## config.mk

```make
export PLATFORM = sky130hd
export DESIGN_NAME = display_frame_receiver_flat
export DESIGN_NICKNAME = d
export VERILOG_FILES = /design/src/hdl/dfr_pkg.sv /design/src/hdl/dfr_rx_if.sv /design/src/hdl/dfr_res_if.sv /design/src/hdl/dfr_parser.sv /design/src/hdl/display_frame_receiver.sv /design/src/flat_wrapper.sv
export VERILOG_INCLUDE_DIRS = /design/src /design/src/hdl
export SDC_FILE = /design/constraint.sdc
export NUM_CORES = 1
export LEC_CHECK = 0
export BUFFER_PORTS_ARGS = -buffer_cell sky130_fd_sc_hd__buf_2
export CAP_MARGIN = 15
export CORE_MARGIN = 8
export CORE_UTILIZATION = 50
export DETAILED_ROUTE_END_ITERATION = 8
export GPL_TIMING_DRIVEN = 0
export PLACE_DENSITY = 0.77
export SLEW_MARGIN = 20
export SYNTH_ARGS = -nofsm -noshare
export SYNTH_HDL_FRONTEND = slang
export SYNTH_SLANG_ARGS = --single-unit
```

## constraint.sdc

```tcl
create_clock -name clk -period 10.3 [get_ports clk]
set_input_delay 0.515 -clock clk [delete_from_list [all_inputs] [get_ports clk]]
set_output_delay 0.515 -clock clk [all_outputs]
set_load 0.02 [all_outputs]
```

## src/hdl/display_frame_receiver_assert.svh

```systemverilog
// Assertion macros for the display frame receiver.
// Used by the top level; expects clk and rst in scope.
`ifndef DISPLAY_FRAME_RECEIVER_ASSERT_SVH
`define DISPLAY_FRAME_RECEIVER_ASSERT_SVH
`ifndef NO_ASSERTIONS
// antecedent holds -> consequent holds in the same cycle
`define DFR_ASSERT_IMP(lbl, ante, cons) \
  lbl: assert property (@(posedge clk) disable iff (rst) (ante) |-> (cons)) \
    else $error("display_frame_receiver: check failed");
// antecedent holds -> consequent holds in the next cycle
`define DFR_ASSERT_NEXT(lbl, ante, cons) \
  lbl: assert property (@(posedge clk) disable iff (rst) (ante) |=> (cons)) \
    else $error("display_frame_receiver: check failed");
`else
`define DFR_ASSERT_IMP(lbl, ante, cons)
`define DFR_ASSERT_NEXT(lbl, ante, cons)
`endif
`endif

```

## src/hdl/dfr_pkg.sv

```systemverilog
// Package for the display frame receiver: types, frame constants and
// symbol decode functions. No dependencies.
`timescale 1ns / 1ps
`default_nettype none
package dfr_pkg;

  typedef logic [7:0]  byte_t;
  typedef logic [15:0] word_t;

  localparam byte_t CMD_TYPE    = 8'h41;
  localparam byte_t CMD_STATUS  = 8'h01;
  localparam byte_t DIGIT_LO    = 8'h30;
  localparam byte_t DIGIT_HI    = 8'h39;
  localparam byte_t POINT_LO    = 8'hA0;
  localparam byte_t POINT_HI    = 8'hA9;
  localparam byte_t POINT_SHIFT = POINT_LO - DIGIT_LO;
  localparam byte_t CH_POINT    = 8'h2E;
  localparam byte_t CH_ERROR    = 8'h45;
  localparam byte_t CH_UNKNOWN  = 8'h3F;

  // Index of the checksum byte within each payload
  localparam logic [2:0] STR_CSUM_IDX = 3'd6;
  localparam logic [2:0] CMD_CSUM_IDX = 3'd1;

  typedef enum logic [3:0] {
    PH_HUNT = 4'b0001,
    PH_HEAD = 4'b0010,
    PH_CMD  = 4'b0100,
    PH_STR  = 4'b1000
  } phase_t;

  typedef enum logic [1:0] {
    RP_START  = 2'd0,
    RP_ADDR   = 2'd1,
    RP_STATUS = 2'd2,
    RP_CSUM   = 2'd3
  } reply_pos_t;

  typedef struct packed {
    logic              disp;
    logic              stat;
    byte_t             matrix;
    logic [3:0][15:0]  seg;
    byte_t             status;
  } evt_t;

  function automatic word_t seg_word(byte_t s);
    word_t w;
    if (s >= DIGIT_LO && s <= DIGIT_HI) begin
      w = {8'h00, s};
    end else if (s >= POINT_LO && s <= POINT_HI) begin
      w = {CH_POINT, s - POINT_SHIFT};
    end else begin
      w = {8'h00, CH_ERROR};
    end
    return w;
  endfunction

  function automatic byte_t matrix_of(byte_t m);
    byte_t r;
    unique case (m)
      "T", "H", "D", "P", "F", "C", "S", "Q", "O", "Z": r = m;
      default: r = CH_UNKNOWN;
    endcase
    return r;
  endfunction

endpackage
`default_nettype wire

```

## src/hdl/dfr_rx_if.sv

```systemverilog
// Byte input channel of the display frame receiver.
// Depends on dfr_pkg.
`timescale 1ns / 1ps
`default_nettype none
interface dfr_rx_if;
  import dfr_pkg::*;
  logic  valid;
  logic  ready;
  byte_t rx_byte;
  modport source (output valid, output rx_byte, input ready);
  modport sink (input valid, input rx_byte, output ready);
endinterface
`default_nettype wire

```

## src/hdl/dfr_res_if.sv

```systemverilog
// Result channel of the display frame receiver.
// Depends on dfr_pkg.
`timescale 1ns / 1ps
`default_nettype none
interface dfr_res_if;
  import dfr_pkg::*;
  logic  valid;
  logic  ready;
  logic  result_kind;
  byte_t matrix_char;
  word_t seg_word0;
  word_t seg_word1;
  word_t seg_word2;
  word_t seg_word3;
  byte_t reply_byte;
  logic  last;
  modport source (output valid, output result_kind, output matrix_char,
                  output seg_word0, output seg_word1, output seg_word2,
                  output seg_word3, output reply_byte, output last,
                  input ready);
  modport sink (input valid, input result_kind, input matrix_char,
                input seg_word0, input seg_word1, input seg_word2,
                input seg_word3, input reply_byte, input last,
                output ready);
endinterface
`default_nettype wire

```

## src/hdl/dfr_parser.sv

```systemverilog
// Frame parser: hunts for the start byte, checks address, type and
// checksum, and flags a good display or status frame. Depends on dfr_pkg.
`timescale 1ns / 1ps
`default_nettype none
module dfr_parser (
  input  logic           clk,
  input  logic           rst,
  input  logic           take,
  input  dfr_pkg::byte_t rx_byte,
  input  dfr_pkg::byte_t device_address,
  output dfr_pkg::evt_t  evt
);
  import dfr_pkg::*;

  phase_t     phase, phase_next;
  logic [2:0] count, count_next;
  byte_t      sum, sum_next, sum_add;
  logic       reset_flag, reset_flag_next;
  byte_t      frame [8];
  logic       frame_we;
  logic       restart;

  always_comb begin
    phase_next      = phase;
    count_next      = count;
    sum_next        = sum;
    reset_flag_next = reset_flag;
    frame_we        = 1'b0;
    restart         = 1'b0;
    sum_add         = sum + rx_byte;
    evt.disp        = 1'b0;
    evt.stat        = 1'b0;
    evt.matrix      = matrix_of(frame[1]);
    for (int k = 0; k < 4; k++) begin
      evt.seg[k] = seg_word(frame[k + 2]);
    end
    evt.status = {6'b0, reset_flag, 1'b1};

    if (take) begin
      unique case (phase)
        PH_HUNT: begin
          if (rx_byte == 8'h00) begin
            phase_next = PH_HEAD;
            count_next = 3'd0;
            sum_next   = 8'h00;
          end
        end
        PH_HEAD: begin
          priority if (rx_byte == 8'h00) begin
            restart = 1'b1;
          end else if (count == 3'd0) begin
            frame_we   = 1'b1;
            sum_next   = sum_add;
            count_next = 3'd1;
          end else if (frame[0] != device_address || rx_byte > CMD_TYPE) begin
            restart = 1'b1;
          end else begin
            phase_next = (rx_byte == CMD_TYPE) ? PH_CMD : PH_STR;
            count_next = 3'd0;
            sum_next   = sum_add;
          end
        end
        PH_CMD, PH_STR: begin
          priority if (rx_byte == 8'h00) begin
            restart = 1'b1;
          end else if (count < ((phase == PH_STR) ? STR_CSUM_IDX : CMD_CSUM_IDX)) begin
            frame_we   = 1'b1;
            sum_next   = sum_add;
            count_next = count + 3'd1;
          end else begin
            // checksum byte: the frame ends here either way
            restart = 1'b1;
            if (8'h00 - sum == rx_byte) begin
              if (phase == PH_STR) begin
                evt.disp = 1'b1;
              end else if (frame[0] == CMD_STATUS) begin
                evt.stat        = 1'b1;
                reset_flag_next = 1'b0;
              end
            end
          end
        end
        default: restart = 1'b1;
      endcase
    end

    if (restart) begin
      phase_next = PH_HUNT;
      count_next = 3'd0;
      sum_next   = 8'h00;
    end
  end

  always_ff @(posedge clk) begin
    if (rst) begin
      phase      <= PH_HUNT;
      count      <= 3'd0;
      sum        <= 8'h00;
      reset_flag <= 1'b1;
    end else begin
      phase      <= phase_next;
      count      <= count_next;
      sum        <= sum_next;
      reset_flag <= reset_flag_next;
    end
  end

  // Payload bytes land at their count; the command overwrites the address slot
  always_ff @(posedge clk) begin
    if (frame_we) begin
      frame[count] <= rx_byte;
    end
  end

endmodule
`default_nettype wire

```

## src/hdl/display_frame_receiver.sv

```systemverilog
// Display frame receiver top level: address register, parser and result
// register with the status reply sequencer. Depends on dfr_pkg, dfr_rx_if,
// dfr_res_if, dfr_parser and display_frame_receiver_assert.svh.
//
//   channel  dir  payload                                    handshake
//   rx       in   rx_byte                                    valid/ready
//   res      out  result_kind, matrix_char, seg_word0..3,    valid/ready
//                 reply_byte, last
//   cfg      in   cfg_wr_data (device_address)               cfg_wr_en
//
// One byte is taken per cycle while rx.ready is high; a result appears in the
// cycle after the byte that completes a good frame. A status command gives four
// result items, one per output handshake, and rx.ready stays low until the last
// is taken. rst is synchronous: parser hunts, reset flag set, device_address
// = 1. A stall on res holds the result register and, with it, rx.ready.
`timescale 1ns / 1ps
`default_nettype none
`include "display_frame_receiver_assert.svh"
module display_frame_receiver (
  input  logic           clk,
  input  logic           rst,
  dfr_rx_if.sink         rx,
  dfr_res_if.source      res,
  input  logic           cfg_wr_en,
  input  dfr_pkg::byte_t cfg_wr_data
);
  import dfr_pkg::*;

  byte_t      device_address;
  evt_t       evt;
  logic       take;
  logic       out_valid;
  logic       out_kind;
  byte_t      out_matrix;
  word_t      out_seg [4];
  byte_t      out_reply;
  logic       out_last;
  reply_pos_t reply_pos, reply_pos_next;
  byte_t      reply_addr;
  byte_t      reply_status;
  byte_t      reply_next;
  logic       reply_more;

  always_ff @(posedge clk) begin
    if (rst) begin
      device_address <= 8'h01;
    end else if (cfg_wr_en) begin
      device_address <= cfg_wr_data;
    end
  end

  // Hold input while reply bytes remain beyond the one on show
  assign reply_more = out_valid && out_kind && (reply_pos != RP_CSUM);
  assign rx.ready   = !reply_more && (!out_valid || res.ready);
  assign take       = rx.valid && rx.ready;

  dfr_parser u_parser (
    .clk            (clk),
    .rst            (rst),
    .take           (take),
    .rx_byte        (rx.rx_byte),
    .device_address (device_address),
    .evt            (evt)
  );

  assign reply_pos_next = reply_pos_t'(reply_pos + 2'd1);

  always_comb begin
    unique case (reply_pos_next)
      RP_START:  reply_next = 8'h00;
      RP_ADDR:   reply_next = reply_addr;
      RP_STATUS: reply_next = reply_status;
      RP_CSUM:   reply_next = 8'h00 - (reply_addr + reply_status);
      default:   reply_next = 8'h00;
    endcase
  end

  always_ff @(posedge clk) begin
    if (rst) begin
      out_valid <= 1'b0;
      reply_pos <= RP_START;
    end else begin
      priority if (evt.disp) begin
        out_valid <= 1'b1;
      end else if (evt.stat) begin
        out_valid <= 1'b1;
        reply_pos <= RP_START;
      end else if (out_valid && res.ready) begin
        if (reply_more) begin
          reply_pos <= reply_pos_next;
        end else begin
          out_valid <= 1'b0;
        end
      end
    end
  end

  always_ff @(posedge clk) begin
    priority if (evt.disp) begin
      out_kind   <= 1'b0;
      out_matrix <= evt.matrix;
      for (int k = 0; k < 4; k++) begin
        out_seg[k] <= evt.seg[k];
      end
      out_reply <= 8'h00;
      out_last  <= 1'b1;
    end else if (evt.stat) begin
      out_kind   <= 1'b1;
      out_matrix <= 8'h00;
      for (int k = 0; k < 4; k++) begin
        out_seg[k] <= 16'h0000;
      end
      out_reply    <= 8'h00;
      out_last     <= 1'b0;
      reply_addr   <= device_address;
      reply_status <= evt.status;
    end else if (out_valid && res.ready && reply_more) begin
      // advance to the next reply byte
      out_reply <= reply_next;
      out_last  <= (reply_pos_next == RP_CSUM);
    end
  end

  assign res.valid       = out_valid;
  assign res.result_kind = out_kind;
  assign res.matrix_char = out_matrix;
  assign res.seg_word0   = out_seg[0];
  assign res.seg_word1   = out_seg[1];
  assign res.seg_word2   = out_seg[2];
  assign res.seg_word3   = out_seg[3];
  assign res.reply_byte  = out_reply;
  assign res.last        = out_last;

  `DFR_ASSERT_IMP(a_reply_blocks_input, res.valid && res.result_kind && !res.last, !rx.ready)
  `DFR_ASSERT_NEXT(a_reply_continues, res.valid && res.ready && res.result_kind && !res.last, res.valid && res.result_kind)
  `DFR_ASSERT_IMP(a_display_single, res.valid && !res.result_kind, res.last)
  `DFR_ASSERT_IMP(a_one_event_kind, 1'b1, !(evt.disp && evt.stat))

endmodule
`default_nettype wire
```

## src/flat_wrapper.sv

```systemverilog
// flat-port wrapper written by rule: the top's interface ports become plain ports
module display_frame_receiver_flat import dfr_pkg::*;
  (clk, rst, cfg_wr_en, cfg_wr_data, rx_valid, rx_rx_byte, rx_ready, res_valid, res_result_kind, res_matrix_char, res_seg_word0, res_seg_word1, res_seg_word2, res_seg_word3, res_reply_byte, res_last, res_ready);
  dfr_rx_if rx_i ();
  dfr_res_if res_i ();
  input  logic clk;
  input  logic rst;
  input  logic cfg_wr_en;
  input  dfr_pkg::byte_t cfg_wr_data;
  input wire logic [$bits(rx_i.valid)-1:0] rx_valid;
  input wire logic [$bits(rx_i.rx_byte)-1:0] rx_rx_byte;
  output wire logic [$bits(rx_i.ready)-1:0] rx_ready;
  output wire logic [$bits(res_i.valid)-1:0] res_valid;
  output wire logic [$bits(res_i.result_kind)-1:0] res_result_kind;
  output wire logic [$bits(res_i.matrix_char)-1:0] res_matrix_char;
  output wire logic [$bits(res_i.seg_word0)-1:0] res_seg_word0;
  output wire logic [$bits(res_i.seg_word1)-1:0] res_seg_word1;
  output wire logic [$bits(res_i.seg_word2)-1:0] res_seg_word2;
  output wire logic [$bits(res_i.seg_word3)-1:0] res_seg_word3;
  output wire logic [$bits(res_i.reply_byte)-1:0] res_reply_byte;
  output wire logic [$bits(res_i.last)-1:0] res_last;
  input wire logic [$bits(res_i.ready)-1:0] res_ready;
  assign rx_i.valid = rx_valid;
  assign rx_i.rx_byte = rx_rx_byte;
  assign rx_ready = rx_i.ready;
  assign res_valid = res_i.valid;
  assign res_result_kind = res_i.result_kind;
  assign res_matrix_char = res_i.matrix_char;
  assign res_seg_word0 = res_i.seg_word0;
  assign res_seg_word1 = res_i.seg_word1;
  assign res_seg_word2 = res_i.seg_word2;
  assign res_seg_word3 = res_i.seg_word3;
  assign res_reply_byte = res_i.reply_byte;
  assign res_last = res_i.last;
  assign res_i.ready = res_ready;
  display_frame_receiver u_core (.clk(clk), .rst(rst), .rx(rx_i), .res(res_i), .cfg_wr_en(cfg_wr_en), .cfg_wr_data(cfg_wr_data));
endmodule
```

==> run summary <==
The half-perimeter wire length after placement came out at 11.5 mm. The total power divided by cell area is 155 nW/µm². The clock tree root buffer cell is clkbuf_16. The cell area after placement came out at 7440 µm². The number of global-route vias before repair came out at 5323. The routed wire length came out at 16.0 mm. The total count of hold-check failures in the final report was 0.

At the pin with the least slew margin, the transition time is 1.11 ns. On the final layout, the worst hold slack is 0.300 ns. Walking the worst path, the cells encountered are inv_1, nor4_2, inv_2, ha_1, o21ai_0, a22oi_1, nor2_1, a21oi_1, nor3b_1, nand2_1, nor3_1. The number of buffers inserted during clock tree synthesis came out at 17. The flop and latch count out of synthesis is 138. The maximum fanout along the worst path is 8.

The count of instances resized after the clock tree is built came out at 0. The worst slack at placement is 6.18 ns. The later-pin clock latency in the skew report came out at 0.42 ns.

The proportion of layout cells with a drive suffix above 1 is 20.4%. The number of library cell types mapped by synthesis is 62. Setup repair after global routing left no endpoint under its margin. The run finished with clean final reports. Counting along the longest clock path gives a buffer depth of 2.

The first-pass GRT wire length is 26.0 mm. The worst-case headroom to the max-slew limit came out at between 20% and 30%. The congestion estimate from routability-driven global placement came to 0.888. The count of inserted antenna diode cells is 0. The critical path is of the flip-flop to flip-flop type. The post-synthesis instance total came out at 648. The number of remaining DRC errors is 0. TritonCTS built the clock tree.

The number of port buffers came out at 87. The count of buffer and inverter cells on the critical path came out at 2. The clock-pin slew of the registers on the worst-case setup and hold paths came out at around 0.05 ns. The synthesis warning total is 0.

STA classifies the critical path startpoint as a flip-flop. The combined global-route utilization of all metal layers came out at a little under a fifth. The worst hold path belongs to the class input port to flip-flop. The hold-critical path depth came out at 2. The number of nets in the layout is around 800. IR analysis of the VDD net gives a maximum drop of roughly 0.13 mV. The floorplan step defined a core boundary enclosing 13200 µm². The minimum period implied by the final worst setup slack is around 4.2 ns.

The overall power came out at 1.25 mW. For this run the aggregate overflow at the end of global routing stands at 0. In the final timing run, aggregate negative setup slack is 0 ns. The average via count per standard cell is 5.51. roughly 110 I/O pins were placed. Among all stages on the critical path, the largest delay is contributed by nor3_1.

Grouping stages by cell kind, the critical path spends the most delay in simple AND/OR/NAND/NOR gates. The count of maximum capacitance violations is 0. The fraction of the yosys area taken by sequential cells came out at 52.1%.

The placed instance count is 928. The largest stage delay on the critical path is 0.87 ns. Across all setup checks in the final design, the least slack found is 6.06 ns. Summing over every cut layer, the via total after detailed routing is 5288. The floorplan has 42 rows. The clock arrives with 0.00998 ns of skew. The maximum clock frequency came out at 236 MHz. The finished cells cover 8050 µm². The share of flip-flops with an asynchronous set or reset came out at 0%. The count of hold buffers inserted by post-cts repair came out at 0.

The leakage power of the design came out at around 3.5 nW. The count of nets left with antenna violations once routing finished came out at 0. The number of setup buffers added after CTS is 0. Summing every instance area after synthesis gives 6720 µm². The sort of element at the end of the critical path is a flip-flop. The data required time at the worst endpoint is about 10 ns. The final setup violation count came out at 0. Entering global routing, the biggest net connects 26 pins. The most used flip-flop cell after synthesis is edfxtp_1. The die is 132 µm wide. The average size of a mapped cell is 10.4 µm². The number of pins with negative max-slew slack in the final report came out at 0. The period utilization is 41.1%. The routed wirelength normalized by instance count came out at 16.6 µm. The count of flip-flops with a built-in enable after synthesis is 74.

The effective utilization at floorplan came out at about half. The area of the die is 17400 µm². The pre-antenna-repair detailed-routing pass consisted of 5 iterations. The deepest level of the CTS H-tree came out at 4. The number of cell instances on the worst register-to-register path is 11. For the worst setup path, the data arrival time is 4.27 ns. The number of violations reported at the end of detailed-routing iteration 0 is around 410. From synthesis to final layout, the design area changed by 19.7%.

The total clock sinks came out at between 100 and 150. The number of standard cells in the layout, taps in and fillers out is 960. The die is 132 µm tall.

The share of the core filled with cells in the final layout is 61.0%. The number of gates on the worst path with buffers counted came out at 11. The initial antenna violation count is 0.
[cell usage in the layout, fill, tap and decap left out, types with 3 or more instances in the layout]
cell type / Yosys / final
nand3_1: 25 / 25
inv_2: 3 / 3
nor2b_1: 6 / 6
o21bai_1: 4 / 4
xor2_1: 20 / 20
o21ai_1: 5 / 5
or3_1: 7 / 7
nor2_1: 67 / 67
and3_1: 9 / 9
a31oi_1: 5 / 5
conb_1: 1 / 18
nor4_1: 8 / 8
a211oi_1: 4 / 4
edfxtp_1: 74 / 74
a21oi_1: 43 / 43
buf_4: 28 / 28
nand4b_1: 3 / 3
buf_2: 10 / 97
o211ai_1: 4 / 4
or2_1: 5 / 5
clkbuf_1: 9 / 12
mux2i_1: 21 / 21
nand2_1: 48 / 48
ha_1: 30 / 30
nor3b_1: 6 / 6
xnor2_1: 11 / 11
inv_1: 30 / 30
dfxtp_1: 64 / 64
clkinv_2: 0 / 3
nor3_1: 10 / 10
nor4b_1: 9 / 9
clkbuf_16: 0 / 17
nand2b_1: 9 / 9
o21ai_0: 21 / 21
a21o_1: 6 / 6
nand4_1: 3 / 3
a221o_1: 6 / 6
bufinv_16: 0 / 4
[power by group]
part / switching, mW / leakage, nW / internal, mW
sequential: 0.00218 / 1.20 / 0.580
clock: 0.218 / 0.293 / 0.408
combinational: 0.0240 / 1.98 / 0.0134
[layer usage]
| layer | vias up | share of wire, % | wire length, µm | GRT usage [%] |
|---|---|---|---|---|
| met4 | 0 | 2.0 | 320 | 8.49 |
| met1 | 2541 | 40 | 6390 | 20.4 |
| met3 | 31 | 6.7 | 1080 | 5.37 |
| li1 | 2534 | - | - | - |
| met5 | - | 0 | 0 | 0 |
| met2 | 182 | 51 | 8180 | 32.2 |
[synthesized netlist by cell type, drive strengths merged, types with 3 or more instances]
master | n | area share (%)
nand3 | 25 | 1.9
edfxtp | 74 | 33
xor2 | 20 | 2.6
o21ai | 26 | 1.9
nor3 | 10 | 0.74
nor4 | 9 | 0.93
nand2b | 9 | 0.84
a211oi | 5 | 0.74
a31oi | 5 | 0.47
or2 | 5 | 0.47
nand4b | 3 | 0.39
o211ai | 4 | 0.45
nand4 | 3 | 0.28
nor3b | 6 | 0.67
a21o | 6 | 0.67
a21oi | 43 | 3.2
ha | 30 | 5.6
nor2 | 68 | 3.8
inv | 33 | 1.8
dfxtp | 64 | 19
or3 | 7 | 0.65
xnor2 | 11 | 1.4
nor4b | 9 | 1.2
and3 | 9 | 0.84
clkbuf | 9 | 0.50
buf | 39 | 3.9
a221o | 6 | 0.89
o21bai | 4 | 0.45
nand2 | 48 | 2.7
mux2i | 21 | 3.1
nor2b | 6 | 0.56
[registers in the layout, indices dropped and copies added, names as in the netlist, 2 cells and up]
register and count:
u_core.device_address 8, u_core.u_parser.count 3, u_core.u_parser.frame 48, u_core.reply_addr 8, u_core.out_seg 36, u_core.res.reply_byte 8, u_core.u_parser.phase 4, u_core.res.matrix_char 8
u_core.reply_pos 2, u_core.u_parser.sum 8
[cell type report]
class / count / area, µm²
well taps: 176 / 220
fillers: 1061 / 5140
clock buffers: 22 / 454
clock inverters: 10 / 150
multi-input cells: 446 / 2860
plain buffers: 48 / 299
inverters: 33 / 124
flip-flops and latches: 138 / 3500
repair buffers: 87 / 435
[final timing paths]
check                                  start                     endpoint  slack (ns)
hold / removal                cfg_wr_data[0]     u_core.device_address[0]        0.30
hold reg to reg   u_core.u_parser.reset_flag       u_core.reply_status[1]        0.45
setup / recovery    u_core.u_parser.phase[3]  u_core.u_parser.frame[1][7]        6.06
setup reg to reg    u_core.u_parser.phase[3]  u_core.u_parser.frame[1][7]        6.06
[cell families (layout without fill, tap and decap cells)]
| kind of cell | after synthesis | in the layout | synth area share (%) |
|---|---|---|---|
| and+or+nand+nor | 227 | 227 | 17.2 |
| DFF | 138 | 138 | 52.1 |
| AOI/OAI and AO/OA | 117 | 117 | 11.0 |
| buffers and inverters | 81 | 200 | 6.27 |
| adders and majority gates | 32 | 32 | 6.18 |
| xor gates and xnor gates | 31 | 31 | 4.04 |
| muxes | 21 | 21 | 3.13 |
| other | 1 | 18 | 0.0558 |
Power figures use the tool's default switching activity.
